## src/sv/rek_div.sv

```systemverilog
// ----------------------------------------------------------------------------
// rek_div
// Restoring unsigned divider, 128-bit numerator and divisor, one quotient
// bit per cycle; the caller picks the number of steps.
// ----------------------------------------------------------------------------
module rek_div (
  input  logic         clk,
  input  logic         rst_n,
  input  logic         start,
  input  logic [127:0] num,
  input  logic [127:0] den,
  input  logic [7:0]   steps,
  output logic         done,
  output logic [127:0] quot
);

  logic [127:0] rem_r, num_r, den_r, q_r;
  logic [7:0]   cnt_r;
  logic         busy_r, done_r;
  logic [128:0] remsh, diff;
  logic         ge;

  assign remsh = {rem_r, num_r[127]};
  assign diff  = remsh - {1'b0, den_r};
  assign ge    = (remsh >= {1'b0, den_r});

  always_ff @(posedge clk) begin
    if (!rst_n) begin
      busy_r <= 1'b0;
      done_r <= 1'b0;
      cnt_r  <= '0;
    end else begin
      done_r <= 1'b0;
      if (start) begin
        busy_r <= 1'b1;
        cnt_r  <= steps;
      end else if (busy_r) begin
        cnt_r <= cnt_r - 8'd1;
        if (cnt_r == 8'd1) begin
          busy_r <= 1'b0;
          done_r <= 1'b1;
        end
      end
    end
    if (start) begin
      rem_r <= '0;
      num_r <= num;
      den_r <= den;
      q_r   <= '0;
    end else if (busy_r) begin
      rem_r <= ge ? diff[127:0] : remsh[127:0];
      num_r <= {num_r[126:0], 1'b0};
      q_r   <= {q_r[126:0], ge};
    end
  end

  assign done = done_r;
  assign quot = q_r;

endmodule

```

## config.mk

```make
export PLATFORM = sky130hd
export DESIGN_NAME = rek_div
export DESIGN_NICKNAME = d
export VERILOG_FILES = /design/src/sv/rek_div.sv
export SDC_FILE = /design/constraint.sdc
export NUM_CORES = 1
export LEC_CHECK = 0
export BUFFER_PORTS_ARGS = -buffer_cell sky130_fd_sc_hd__buf_4
export CAP_MARGIN = 20
export CORE_AREA = 2 2 257 259
export CTS_BUF_LIST = sky130_fd_sc_hd__clkbuf_2 sky130_fd_sc_hd__clkbuf_4 sky130_fd_sc_hd__clkbuf_8
export DETAILED_ROUTE_END_ITERATION = 10
export DIE_AREA = 0 0 259 261
export PLACE_DENSITY = 0.76
export SYNTH_ARGS = -nofsm -noshare
export SYNTH_HDL_FRONTEND = slang
export SYNTH_SLANG_ARGS = --single-unit
export TNS_END_PERCENT = 1
```

## constraint.sdc

```tcl
create_clock -name clk -period 12.32 [get_ports clk]
set_clock_uncertainty 0.15 [all_clocks]
set_input_delay 2.464 -clock clk [delete_from_list [all_inputs] [get_ports clk]]
set_output_delay 2.464 -clock clk [all_outputs]
set_load 0.02 [all_outputs]
```

# After elaboration in Yosys (flattened, before gate mapping)
# Index checks and enable logic that the tools add are counted.
# Widths: inputs -> output; s select.
[word_totals] reg_bits=522 input_bits=267 out_inout_bits=129 word_cells=24
[classes] n_addsub=2 magnitude_cmp=1 eq_ne=1 n_mux=9 bitwise_logic=2 n_reduce_logical=2
[ops] operator="$mux 128" count=3
[ops] operator="$ge 129x128->1" count=1
[ops] operator="$sub 128x128->128" count=1
[ops] operator="$mux 8" count=2
[ops] operator="$eq 8x1->1 const B" count=1
[ops] operator="$sub 8x1->8 const B" count=1
[ops] operator="$mux 1" count=4
[ops] operator="$reduce_or 3->1" count=1
[ops] operator="$not 1->1" count=2
[ops] operator="$reduce_bool 2->1" count=1

# Logic depth before layout (Yosys ltp)
[logic_depth] ltp_word=4 mapped_depth=19 mapped_depth_nobuf=16

# Worst setup path after synthesis
# Ideal clock, no wire load.
[synth_timing] path_type="input to register" startpoint="input start" endpoint="register num_r[0], enable pin" setup_ns=0.480 t_arrival_ns=5.556 required_time_ns=11.690 path_slack_ns=6.133 stages=4 n_path_buf=2 path_cell_list="clkbuf_1 -> nor2_1 -> clkbuf_1 -> inv_1"
[synth_via] elab_chain_cells=1
[synth_rtl] element="from (decl)" line="9" text="input logic start,"
[synth_rtl] element="$reduce_bool 2->1 (no line)"
[synth_rtl] element="to (signal assigned)" line="47" text="num_r <= num;"
[synth_rtl] element="to (signal assigned)" line="52" text="num_r <= {num_r[126:0], 1'b0};"
[synth_rtl] element="to (decl)" line="17" text="logic [127:0] rem_r, num_r, den_r, q_r;"
# Every way passes these cells.
# A chain may end at the register's enable or synchronous reset.

# Final worst setup path
[layout_timing] startpoint="input start" endpoint="register num_r[125], enable pin"
# The elaborated chain is that of the path after synthesis.

==> metrics.md <==
| Metric | Value |
|---|---|
| Outcome | `completed` |
| Main flop type after synthesis | `dfxtp_1` |
| RSZ-0062 raised after global routing | `no` |
| Worst reg2reg path depth | `14` |
| Final setup viols | `0` |
| Nets | `3770` |
| Placer congestion estimate | `approximately 0.97` |
| CTS tree | `built` |
| Via count of the routed design | `24.05k` |
| Worst-path clk slew | `0.06 ns` |
| Critical Path Most Common Cell | `buf_4` |
| Worst Setup Start Kind | `input port` |
| Clk sinks | `522` |
| Full die area | `0.06760 mm²` |
| Initial Util | `0.4451` |
| Cell Pwr Density | `134.2 mW/mm²` |
| Number of fill cells in the layout | `5903` |
| WS Path Type | `input port to register` |
| Crit Path Max Fanout | `77` |
| Core Area | `between 0.06 and 0.07 mm²` |
| CTS-repair resized insts | `0` |
| Die W | `259 µm` |
| Worst Path Buf+Inv | `4` |
| Final core utilization | `0.5278` |
| Die Height | `261 µm` |
| Final period util | `0.3894` |
| Htree depth | `3` |
| CP required | `12.49 ns` |
| Critical path depth in cells | `5` |
| Post-route ant nets | `0` |
| Synth warnings | `0` |
| Slew Limit Fails | `0` |
| CP endpoint kind | `register` |
| Detailed router's first-iteration violation count | `2150` |
| Post-route setup slack | `7.522 ns` |
| Seq cells post-synth | `roughly 520` |
| Final wirelength | `about 80000 µm` |
| Vias in the first global route | `23.22k` |
| First-pass GRT wire length | `~130000 µm` |
| Hold path start | `rem_r[24]` |
| Pin count of the biggest net entering global routing | `228` |
| Crit path time final | `4.798 ns` |
| Average routed wire per standard cell | `~19 µm` |
| Cells after Synth | `3038` |
| Reg-to-reg critical path endpoint | `rem_r[114]` |
| Insertion delay to the later sink of the worst-skew pair | `0.74 ns` |
| TritonRoute pass-1 iters | `6` |
| Unique masters post-synth | `98` |
| Post-Syn Nets | `3436` |
| F_max | `208.4 MHz` |
| Slew @ Worst Pin | `1.288 ns` |
| Setup TNS | `0 ns` |
| Io pins | `396` |
| R2R Path Start | `den_r[66]` |
| Post-Syn Area per Cell | `9.529 µm²` |
| Grt total ovfl | `0` |
| Min-Delay Path Class | `register to register` |
| Sequential cell area fraction in the yosys report | `0.4495` |
| CTS Buf Count | `88` |
| CP cell instances | `buf_8 -> buf_4 -> nor2_4 -> inv_4 -> buf_4` |
| CP arrival | `4.97 ns` |
| Root Driver | `clkbuf_8` |
| Layout Cells excl Fill | `4312` |
| Rel. slew slack | `0.1415` |
| P_leak | `~0.014 µW` |
| Initial antenna violation count | `8` |
| Worst path slowest cell | `buf_4` |
| Worst hold margin | `0.3356 ns` |
| # DRC | `0` |
| CP peak stage delay | `0.85 ns` |
| Post-CTS Setup Bufs | `0` |
| Async S/R FF share, synth | `0` |
| Final HPWL DP | `58670 µm` |
| Num rows | `94` |
| CP endpoint | `num_r[125]` |
| Place WS | `6.806 ns` |
| Number of flops mapped to enable cells by yosys | `256` |
| Area delta synth->final | `18.58%` |
| Worst VDD drop | `about 110 µV` |
| Share of cells above drive strength 1 | `0.2176` |
| Max-Cap Viols | `0` |
| Critical path's top delay family | `buffers and inverters` |
| Post-Syn Area | `0.02895 mm²` |
| Crit path from | `start` |
| Clk buf depth | `3` |
| GRT Overall Usage | `0.2339` |
| Port buffer count | `~400` |
| Number of cells after detailed placement | `4145` |
| Hold_buf cts | `0` |
| DR vias/cell | `approximately 5.6` |
| Flop2flop setup slack | `about 7.7 ns` |
| Final hold violations | `0` |
## metrics by stage
stage | area (µm²) | total power (µW)
after global placement | 32450 | 2984
after detailed placement | 32450 | 2996
after CTS | 34300 | 4630
after global routing | 34330 | 4830
final | 34330 | 4607
after floorplan | 28950 | 2727
## cells in the final DEF (no fill, tap or decap), types with 25 or more instances in the layout
cell and n:
clkbuf_8 92, clkbuf_4 34, o211ai_1 38, a21oi_1 244
nor3_1 53, nand4_1 68, ha_1 130, nor2_1 346
nand3_1 27, buf_4 406, nand2_1 238, o21ai_0 197
edfxtp_1 256, mux2i_1 153, inv_1 182, a211oi_1 39
o21bai_1 47, a21o_1 49, xor2_1 44, mux2_2 128
dfxtp_1 265, xnor2_1 64, a31oi_1 25
## sequential cells by signal, indices dropped and copies added, names as in the netlist
register,flops
quot,128
rem_r,128
done,1
den_r,128
cnt_r,8
busy_r,1
num_r,128
## kinds of logic (layout without fill, tap and decap cells)
kind of cell               after synthesis  after routing  share of synthesized area
and+or+nand+nor                        838            838                     0.1304
xor gates and xnor gates               108            108                    0.03268
DFF                                    522            522                     0.4495
other                                    0              1                          0
AOI/OAI and AO/OA                      807            807                     0.1792
buffers and inverters                  349            758                    0.04785
muxes                                  283            283                     0.1035
adders and majority gates              131            131                    0.05688
## worst register-to-register path: stages (launching register included)
cell and delay (ns):
edfxtp_1 0.37, inv_1 0.14, ha_1 0.34, a21oi_1 0.28, o21ai_0 0.15, a21boi_0 0.19, o21ai_0 0.12, a21oi_1 0.25
o21bai_1 0.20, o21ba_2 0.28, a211oi_4 0.21, buf_4 0.72, nand2b_1 0.68, nor2_1 0.12, a2111oi_1 0.31
## per-layer routing
| layer | global-route usage | vias up | routed length [µm] |
|---|---|---|---|
| met3 | 0.06659 | 172 | 6805 |
| met1 | 0.3021 | 11350 | 34560 |
| met4 | 0.07611 | 14 | 2275 |
| met5 | 0 | - | 98 |
| li1 | - | 11660 | - |
| met2 | 0.3784 | 855 | 37390 |
## worst min-delay path by stage
stage                      endpoint  slack (ns)  cells after the start
after floorplan           rem_r[94]        0.30                      2
after global placement    rem_r[24]        0.32                      2
after detailed placement  rem_r[24]        0.33                      2
after CTS                 rem_r[24]        0.33                      2
after global routing      rem_r[24]        0.36                      2
final                     rem_r[24]        0.34                      2
## Yosys cell counts (4+ instances only)
cell / instances / area share
o22ai_1: 4 / 0.00086
ha_1: 130 / 0.056
nand4_1: 68 / 0.015
or3_1: 10 / 0.0022
a32oi_1: 4 / 0.0012
o21a_1: 16 / 0.0041
a211o_1: 5 / 0.0015
mux2_2: 128 / 0.050
a211oi_1: 39 / 0.010
a21o_1: 49 / 0.013
o31ai_1: 11 / 0.0029
nor4_1: 11 / 0.0024
o21bai_1: 47 / 0.012
a21oi_2: 6 / 0.0018
nor3_1: 53 / 0.0092
a21oi_1: 244 / 0.042
nor2_1: 347 / 0.045
nor2b_1: 14 / 0.0030
nand3_1: 27 / 0.0047
clkbuf_1: 108 / 0.014
o21ai_1: 14 / 0.0024
o21ai_2: 5 / 0.0015
a31oi_1: 25 / 0.0054
buf_1: 14 / 0.0018
nand2_1: 238 / 0.031
a22o_1: 13 / 0.0039
mux2i_1: 153 / 0.053
and3_1: 7 / 0.0015
xor2_1: 44 / 0.013
nand2b_1: 9 / 0.0019
a21boi_0: 11 / 0.0029
buf_2: 39 / 0.0067
o21ai_0: 197 / 0.034
inv_1: 183 / 0.024
xnor2_1: 64 / 0.019
nor3b_1: 6 / 0.0016
and2_1: 17 / 0.0037
dfxtp_1: 266 / 0.18
edfxtp_1: 256 / 0.27
a221o_1: 5 / 0.0017
and4_1: 7 / 0.0021
a22oi_1: 19 / 0.0049
o211ai_1: 38 / 0.0099
## cell type report
class	instances	area [µm²]	share of cell area
flip-flops and latches	522	13020	0.3792
inverters	183	689.4	0.02008
multi-input cells	2167	14560	0.4242
clock buffers	126	1521	0.04432
diodes	1	2.502	0.00007290
clock inverters	39	324.1	0.009440
repair buffers	410	3131	0.09120
well taps	864	1081	0.03149
## power breakdown
group	switching, µW	internal (µW)
clock network	765	859
logic	581	385
registers	61.4	1960
total	1410	3200
No activity file was read; power rests on OpenSTA's default activity.
